==> src/sv/slwm_pkg.sv <==
// shared types and constants for the sql like wildcard matcher
`default_nettype none
package slwm_pkg;

    typedef enum logic [1:0] {
        CMD_CLEAR   = 2'd0,
        CMD_APPEND  = 2'd1,
        CMD_SUBJECT = 2'd2,
        CMD_END     = 2'd3
    } t_cmd;

    typedef enum logic [1:0] {
        KIND_LIT = 2'd0,
        KIND_ONE = 2'd1,
        KIND_RUN = 2'd2
    } t_kind;

    localparam logic [7:0] CH_RUN = 8'h25;
    localparam logic [7:0] CH_ONE = 8'h5F;
    localparam logic [7:0] CH_ESC = 8'h5C;

    typedef struct packed {
        t_cmd       cmd;
        logic [7:0] char_byte;
    } t_in;

    typedef struct packed {
        logic matched;
        logic pattern_overflow;
    } t_out;

    // broadcast to every cell of the chain
    typedef struct packed {
        logic       en;
        logic       step;
        logic       wr_en;
        t_kind      kind;
        logic [7:0] chr;
    } t_cell_ctl;

endpackage
`default_nettype wire

==> src/sv/slwm_cell.sv <==
// one pattern element and the active bit of its position
`default_nettype none
module slwm_cell #(
    parameter int IDX   = 0,
    parameter int LEN_W = 6
) (
    input  wire                    i_clk,
    input  wire                    i_rst_n,
    input  wire slwm_pkg::t_cell_ctl i_ctl,
    input  wire  [LEN_W-1:0]       i_len,
    input  wire  [LEN_W-1:0]       i_len_next,
    input  wire                    i_hop,
    input  wire                    i_carry,
    output logic                   o_hop,
    output logic                   o_carry,
    output logic                   o_active
);

    slwm_pkg::t_kind r_kind;
    logic [7:0]      r_char;
    logic            r_active;
    logic            n_active;

    logic            wr_here;
    slwm_pkg::t_kind eff_kind;
    logic [7:0]      eff_char;
    logic            valid;
    logic            is_run;
    logic            self_keep;
    logic            post;

    assign wr_here  = i_ctl.en && i_ctl.wr_en && (i_len == LEN_W'(IDX));
    assign eff_kind = wr_here ? i_ctl.kind : r_kind;
    assign eff_char = wr_here ? i_ctl.chr : r_char;
    assign valid    = i_len_next > LEN_W'(IDX);
    assign is_run   = valid && (eff_kind == slwm_pkg::KIND_RUN);

    // a run element keeps its position alive, others advance on a match
    assign self_keep = i_ctl.step && r_active && is_run;
    assign o_hop     = i_ctl.step && r_active && valid && !is_run &&
                       ((eff_kind == slwm_pkg::KIND_ONE) || (eff_char == i_ctl.chr));

    // closure ripples through consecutive run elements
    assign post     = self_keep || i_hop || i_carry;
    assign o_carry  = post && is_run;
    assign o_active = r_active;
    assign n_active = i_ctl.en ? post : r_active;

    always_ff @(posedge i_clk) begin
        if (!i_rst_n) begin
            r_active <= (IDX == 0);
        end else begin
            r_active <= n_active;
        end
    end

    always_ff @(posedge i_clk) begin
        if (wr_here) begin
            r_kind <= i_ctl.kind;
            r_char <= i_ctl.chr;
        end
    end

endmodule
`default_nettype wire

==> src/sv/sql_like_wildcard_matcher_core.sv <==
// top level: pattern decode, chain of element cells, result register
//
//   channel | direction | handshake                  | payload
//   in      | input     | i_in_valid / o_in_stall    | i_in_data  (slwm_pkg::t_in)
//   out     | output    | o_out_valid / i_out_stall  | o_out_data (slwm_pkg::t_out)
//
// one input beat per cycle while o_in_stall is low; the active set of all
// PATTERN_MAX+1 positions (cells plus r_last) is updated in the cycle it is taken
// the closure over runs of '%' ripples through the cells within that cycle
// reset (synchronous, i_rst_n low) empties the pattern and arms position zero
// an end beat waits only while a result is held under i_out_stall; other beats pass
module sql_like_wildcard_matcher_core #(
    parameter int PATTERN_MAX = 32
) (
    input  wire                i_clk,
    input  wire                i_rst_n,
    input  wire                i_in_valid,
    input  wire slwm_pkg::t_in i_in_data,
    output logic               o_in_stall,
    output logic               o_out_valid,
    output slwm_pkg::t_out     o_out_data,
    input  wire                i_out_stall
);

    localparam int LEN_W = $clog2(PATTERN_MAX + 1);

    logic [LEN_W-1:0]     r_len;
    logic [LEN_W-1:0]     n_len;
    logic                 r_esc;
    logic                 n_esc;
    logic                 r_ovf;
    logic                 n_ovf;
    logic                 r_last;
    logic                 n_last;
    logic                 r_out_valid;
    slwm_pkg::t_out       r_out;

    logic                 in_acc;
    logic                 is_clear;
    logic                 is_append;
    logic                 is_step;
    logic                 is_end;
    logic                 append_elem;
    logic                 full;
    slwm_pkg::t_kind      new_kind;
    slwm_pkg::t_cell_ctl  ctl;
    logic [PATTERN_MAX:0] hop;
    logic [PATTERN_MAX:0] carry;
    logic [PATTERN_MAX:0] w_act;

    assign o_in_stall = r_out_valid && i_out_stall && (i_in_data.cmd == slwm_pkg::CMD_END);
    assign in_acc     = i_in_valid && !o_in_stall;

    assign is_clear  = i_in_data.cmd == slwm_pkg::CMD_CLEAR;
    assign is_append = i_in_data.cmd == slwm_pkg::CMD_APPEND;
    assign is_step   = i_in_data.cmd == slwm_pkg::CMD_SUBJECT;
    assign is_end    = i_in_data.cmd == slwm_pkg::CMD_END;

    // an unescaped backslash only arms the escape
    assign append_elem = is_append && (r_esc || (i_in_data.char_byte != slwm_pkg::CH_ESC));
    assign full        = r_len == LEN_W'(PATTERN_MAX);

    always_comb begin
        new_kind = slwm_pkg::KIND_LIT;
        if (!r_esc) begin
            case (i_in_data.char_byte)
                slwm_pkg::CH_RUN: new_kind = slwm_pkg::KIND_RUN;
                slwm_pkg::CH_ONE: new_kind = slwm_pkg::KIND_ONE;
                default:          new_kind = slwm_pkg::KIND_LIT;
            endcase
        end
    end

    always_comb begin
        n_len = r_len;
        n_esc = r_esc;
        n_ovf = r_ovf;
        if (in_acc) begin
            case (i_in_data.cmd)
                slwm_pkg::CMD_CLEAR: begin
                    n_len = '0;
                    n_esc = 1'b0;
                    n_ovf = 1'b0;
                end
                slwm_pkg::CMD_APPEND: begin
                    n_esc = !r_esc && (i_in_data.char_byte == slwm_pkg::CH_ESC);
                    if (append_elem) begin
                        if (full) begin
                            n_ovf = 1'b1;
                        end else begin
                            n_len = r_len + LEN_W'(1);
                        end
                    end
                end
                default: begin
                end
            endcase
        end
    end

    assign ctl.en    = in_acc;
    assign ctl.step  = is_step;
    assign ctl.wr_en = append_elem && !full;
    assign ctl.kind  = new_kind;
    assign ctl.chr   = i_in_data.char_byte;

    // on every non-subject beat (a restart) the start position is seeded, the chain adds the closure
    assign hop[0]   = !is_step;
    assign carry[0] = 1'b0;

    for (genvar g = 0; g < PATTERN_MAX; g++) begin : g_cell
        slwm_cell #(
            .IDX   (g),
            .LEN_W (LEN_W)
        ) u_cell (
            .i_clk      (i_clk),
            .i_rst_n    (i_rst_n),
            .i_ctl      (ctl),
            .i_len      (r_len),
            .i_len_next (n_len),
            .i_hop      (hop[g]),
            .i_carry    (carry[g]),
            .o_hop      (hop[g+1]),
            .o_carry    (carry[g+1]),
            .o_active   (w_act[g])
        );
    end

    assign w_act[PATTERN_MAX] = r_last;
    assign n_last = in_acc ? (hop[PATTERN_MAX] || carry[PATTERN_MAX]) : r_last;

    always_ff @(posedge i_clk) begin
        if (!i_rst_n) begin
            r_len       <= '0;
            r_esc       <= 1'b0;
            r_ovf       <= 1'b0;
            r_last      <= (PATTERN_MAX == 0);
            r_out_valid <= 1'b0;
        end else begin
            r_len  <= n_len;
            r_esc  <= n_esc;
            r_ovf  <= n_ovf;
            r_last <= n_last;
            if (in_acc && is_end) begin
                r_out_valid <= 1'b1;
            end else if (!i_out_stall) begin
                r_out_valid <= 1'b0;
            end
        end
    end

    always_ff @(posedge i_clk) begin
        if (in_acc && is_end) begin
            r_out.matched          <= w_act[r_len];
            r_out.pattern_overflow <= r_ovf;
        end
    end

    assign o_out_valid = r_out_valid;
    assign o_out_data  = r_out;

    a_len_bound: assert property (@(posedge i_clk) disable iff (!i_rst_n)
        r_len <= LEN_W'(PATTERN_MAX))
        else $error("pattern length beyond capacity");

    a_clear_arms_start: assert property (@(posedge i_clk) disable iff (!i_rst_n)
        (in_acc && is_clear) |=> (w_act == (PATTERN_MAX + 1)'(1)))
        else $error("clear did not leave only the start position active");

    a_ovf_from_append: assert property (@(posedge i_clk) disable iff (!i_rst_n)
        $rose(r_ovf) |-> $past(in_acc && is_append))
        else $error("overflow flag set without a pattern beat");

    a_no_result_lost: assert property (@(posedge i_clk) disable iff (!i_rst_n)
        (r_out_valid && i_out_stall && in_acc) |-> !is_end)
        else $error("end beat taken while a result is held");

endmodule
`default_nettype wire
==> config.mk <==
export PLATFORM = sky130hd
export DESIGN_NAME = sql_like_wildcard_matcher_core
export DESIGN_NICKNAME = d
export VERILOG_FILES = /design/src/sv/slwm_pkg.sv /design/src/sv/slwm_cell.sv /design/src/sv/sql_like_wildcard_matcher_core.sv
export SDC_FILE = /design/constraint.sdc
export NUM_CORES = 1
export LEC_CHECK = 0
export BUFFER_PORTS_ARGS = -buffer_cell sky130_fd_sc_hd__buf_2
export CORE_MARGIN = 2
export CORE_UTILIZATION = 41
export CTS_CLUSTER_DIAMETER = 60
export CTS_CLUSTER_SIZE = 10
export DETAILED_ROUTE_END_ITERATION = 8
export PLACE_DENSITY_LB_ADDON = 0.2
export SYNTH_ARGS = -nofsm -noshare
export SYNTH_HDL_FRONTEND = slang
export SYNTH_SLANG_ARGS = --single-unit
==> constraint.sdc <==
create_clock -name i_clk -period 8.7 [get_ports i_clk]
set_input_delay 0.87 -clock i_clk [delete_from_list [all_inputs] [get_ports i_clk]]
set_output_delay 0.87 -clock i_clk [all_outputs]
set_load 0.03 [all_outputs]
==> reports/metrics.sh <==
SYN-MEAN-INSTANCE-AREA_UM2=9.475
POSTCTSSETUPREPAIRBUFS=0
FLOORPLAN.IO_PINS=18
CTSHTREEMAXLEVEL=2
SYNTH-EDFF-COUNT=2
DRTITER0DRC=1137
YOSYSUNIQUECELLTYPES=96
ANT_NETS=0
SYNTHTOPCELLSBYAREA='dfxtp_1 39%, mux2_2 15%, xnor2_1 7.7%'
YOSYSTOPAREACELLSHARE_PCT=39.24
REMAINING_DRC_ERRORS=0
ROUTEDWLPERCELL_UM=19.37
WORST-ENDPOINT-ARRIVAL_PS=5730
PLACED_CELLS=2430
SETUP_TNS_PS=0
SLOWEST_DELAY_PS=930
WORSTPATHREQUIRED_PS=9100
POWER.COMBINATIONAL.FRACTION_PCT=7.2
TIMING.CRITICAL_PATH.CELLS='buf_4 > nand4b_2 > nor3_4 > nor3_1 > nor2_1 > nand2_1 > o2111ai_1 > o211ai_1 > a2111oi_4 > o31ai_4 > a2111oi_4 > o21bai_1 > a21oi_1 > a21oi_1'
TRITONCTS='done'
DESIGN.DIE.AREA_UM2=46750
DRT_PASS1_ITERATIONS=6
HOLD_BUFFERS=0
TIMING.FINAL.SETUP_VIOLATIONS=0
IR_DROP_uV=101.1
OUTCOME='finished clean'
ENDPOINT_KIND='flip-flop'
DRT-TOTAL-WL_UM=48180
CELLINTERNALPOWER_uW=2746
SYNTH_FF_TYPE='dfxtp_1'
MAX_CAP_VIOL_COUNT=0
CLOCK_LATENCY_PS=570
PATH_CLASS='in2reg'
CTS-RESIZED-GATES=0
POWER.SHARE.SWITCHING_PCT=23.96
PWR-SHARE-SEQ_PCT=48.2
WORST-SLEW-PIN-TRANSITION_PS=1073
GRT_USE_TOTAL_PCT=20.52
CTSLONGESTPATHBUFFERS=3
START_UTIL_PCT=41.67
NUMPORTBUFFERS=17
P_PER_AREA_nW_PER_UM2=180.1
TRITONCTS.NUM_BUFFERS=44
DIE_HEIGHT_UM=216.2
POSTSYNTHREGISTERBITS=364
TIMING.MAX_SLEW.REL_SLACK_PCT=28.22
HOLD_PATH.CLASS='reg2reg'
VIAS=14150
ANTENNADIODECOUNT=0
TIMING.CRITICAL_PATH.FROM_TYPE='primary input'
SETUP_WS_PS=3374
SEQUENTIAL_TO_TOTAL_AREA_SHARE_FROM_YOSYS_STAT_PCT=39.57
CTSROOTBUFFERMASTER='clkbuf_16'
TIMING.FINAL.HOLD_VIOLATIONS=0
TIMING.FINAL.CRIT_PERIOD_PS=5326
FILLER_CELL_COUNT=4252
HOLDWS_PS=452.9
PATH_MAX_FANOUT=46
DETAILEDPLACE.WORSTSLACK_PS=2861
CLOCK_POWER_SHARE_PCT=44.6
FINAL_MAX_SLEW_VIOL_COUNT=0
GRT_START_MAX_NET_PINS=56
FP-ROW-COUNT=77
GRT_PASS1_VIAS=13390
ANTENNA_FOUND_INITIAL=0
LAYOUT_AREA_GROWTH_OVER_SYNTHESIS_PCT=8.605
SYNTH-ASYNC-RESET-RATIO_PCT=0
FINAL_CELL_COUNT_NO_FILL=2487
SYNTH_AREA_LEADER_CELL='dfxtp_1'
DETAILEDPLACEMENTHPWL_UM=32460
COREAREA_UM2=44320
DRIVE_GT1_SHARE_PCT=20.21
CHIPWIDTH_UM=216.2
POWER.NET_SWITCHING_uW=865.5
VIA_PER_INST=5.691
SYNTHESIS.INSTANCES=1949
GRT_SETUP_UNREPAIRED='false'
SYN-NUM-NETS=1967
SYNTH_WARNINGS=0
LAYOUT_WORST_PATH_CYCLE_SHARE_PCT=61.22
SYNTH_COMMON_CELLS='362 x dfxtp_1, 241 x mux2_2, 200 x nand2_1, 163 x xnor2_1, 128 x o21ai_0'
MAXCLOCKFREQUENCY_MHz=187.8
POWER_LEAKAGE_uW=0.007575
CLOCK_SKEW_PS=14.55
SYNTH.CELL_AREA_UM2=18470
CRIT_SLOWEST_CELL='nor3_4'
NETS=1902
POST-SYNTH-TOP-COUNT-CELL='dfxtp_1'
GRT_FIRST_PASS_WIRELENGTH_UM=76230
CLKTRANSATPATHREGS_PS=60
CLOCK_SINK_COUNT=364
GRT_OVERFLOW_TOTAL=0
PLACE.GP.CONGESTION=0.9302
-- per-stage QoR --
step / utilization [%] / power [µW] / cell area (µm²)
detailed placement: 42.54 / 2034 / 18850
floorplan: - / 1968 / 18470
finish: 45.25 / 3612 / 20060
global placement: 42.54 / 2030 / 18850
CTS: 45.25 / 3656 / 20060
global route: 45.25 / 3750 / 20060
-- registers in the layout (all words and copies together), names as in the netlist --
| register | count |
|---|---|
| g_cell.u_cell.o_active | 32 |
| g_cell.u_cell.r_char | 256 |
| g_cell.u_cell.r_kind | 64 |
| o_out_data | 2 |
| o_out_valid | 1 |
| r_esc | 1 |
| r_last | 1 |
| r_len | 6 |
| r_ovf | 1 |
-- cell families (layout without fill, tap and decap cells) --
family | count (synthesis) | after routing | share of synthesized area (%)
AO/OA/AOI/OAI | 357 | 357 | 12.91
buffers and inverters | 177 | 123 | 4.079
flip-flops | 364 | 364 | 39.57
XOR/XNOR | 261 | 261 | 12.38
multiplexers | 257 | 257 | 16.24
adder cells (fa/ha/maj) | 9 | 9 | 0.5421
AND/OR/NAND/NOR | 524 | 524 | 14.28
-- per-layer routing --
metal  track usage, %  routed length [µm]  vias to the layer above
met4            6.826                1317                        0
li1                 -                   -                     6763
met2            34.17               22270                      417
met1            27.32               21780                     6874
met5                0                   0                        -
met3            2.947                2813                      100
-- worst max-delay path, delay by kind of cell --
kind / cells / cell delay (ps)
AOI/OAI and AO/OA: 8 / 1880
and+or+nand+nor: 5 / 2460
buffers and inverters: 1 / 490
-- power by group through the flow --
| stage | clock network [µW] | logic (µW) | registers [µW] |
|---|---|---|---|
| after floorplan | 0 | 200 | 1770 |
| after global placement | 0 | 257 | 1770 |
| after detailed placement | 0 | 260 | 1770 |
| after CTS | 1660 | 261 | 1740 |
| after global routing | 1720 | 286 | 1740 |
| final | 1610 | 260 | 1740 |
-- layout make-up --
cell class	instances	area [µm²]	area share [%]
clock buffers	51	1159	5.777
clock inverters	6	45.04	0.2246
inverters	29	108.9	0.5428
multi-input cells	1408	10440	52.06
flip-flops and latches	364	7307	36.43
well taps	592	740.7	3.693
repair buffers	37	255.2	1.273
-- cell usage in the layout, fill, tap and decap left out, drive strengths merged, types with 32 or more instances in the layout --
cell      n
clkbuf   51
xor2     98
nand3    38
o21ai   143
nand2   200
buf      37
nor2     75
nand4    54
dfxtp   362
inv      32
nor3     42
xnor2   163
a21oi    58
mux2    241
-- worst paths after layout --
| kind | cells after the start | start | slack, ps | to |
|---|---|---|---|---|
| worst min-delay path | 2 | g_cell[8].u_cell.r_char[5] | 450 | g_cell[8].u_cell.r_char[5] |
| worst max-delay path | 14 | i_in_data[3] | 3370 | g_cell[27].u_cell.o_active |
| worst min register to register | 2 | g_cell[8].u_cell.r_char[5] | 450 | g_cell[8].u_cell.r_char[5] |
| worst max register to register | 15 | r_len[1] | 3720 | g_cell[31].u_cell.o_active |
(Power assumes the default switching activity.)
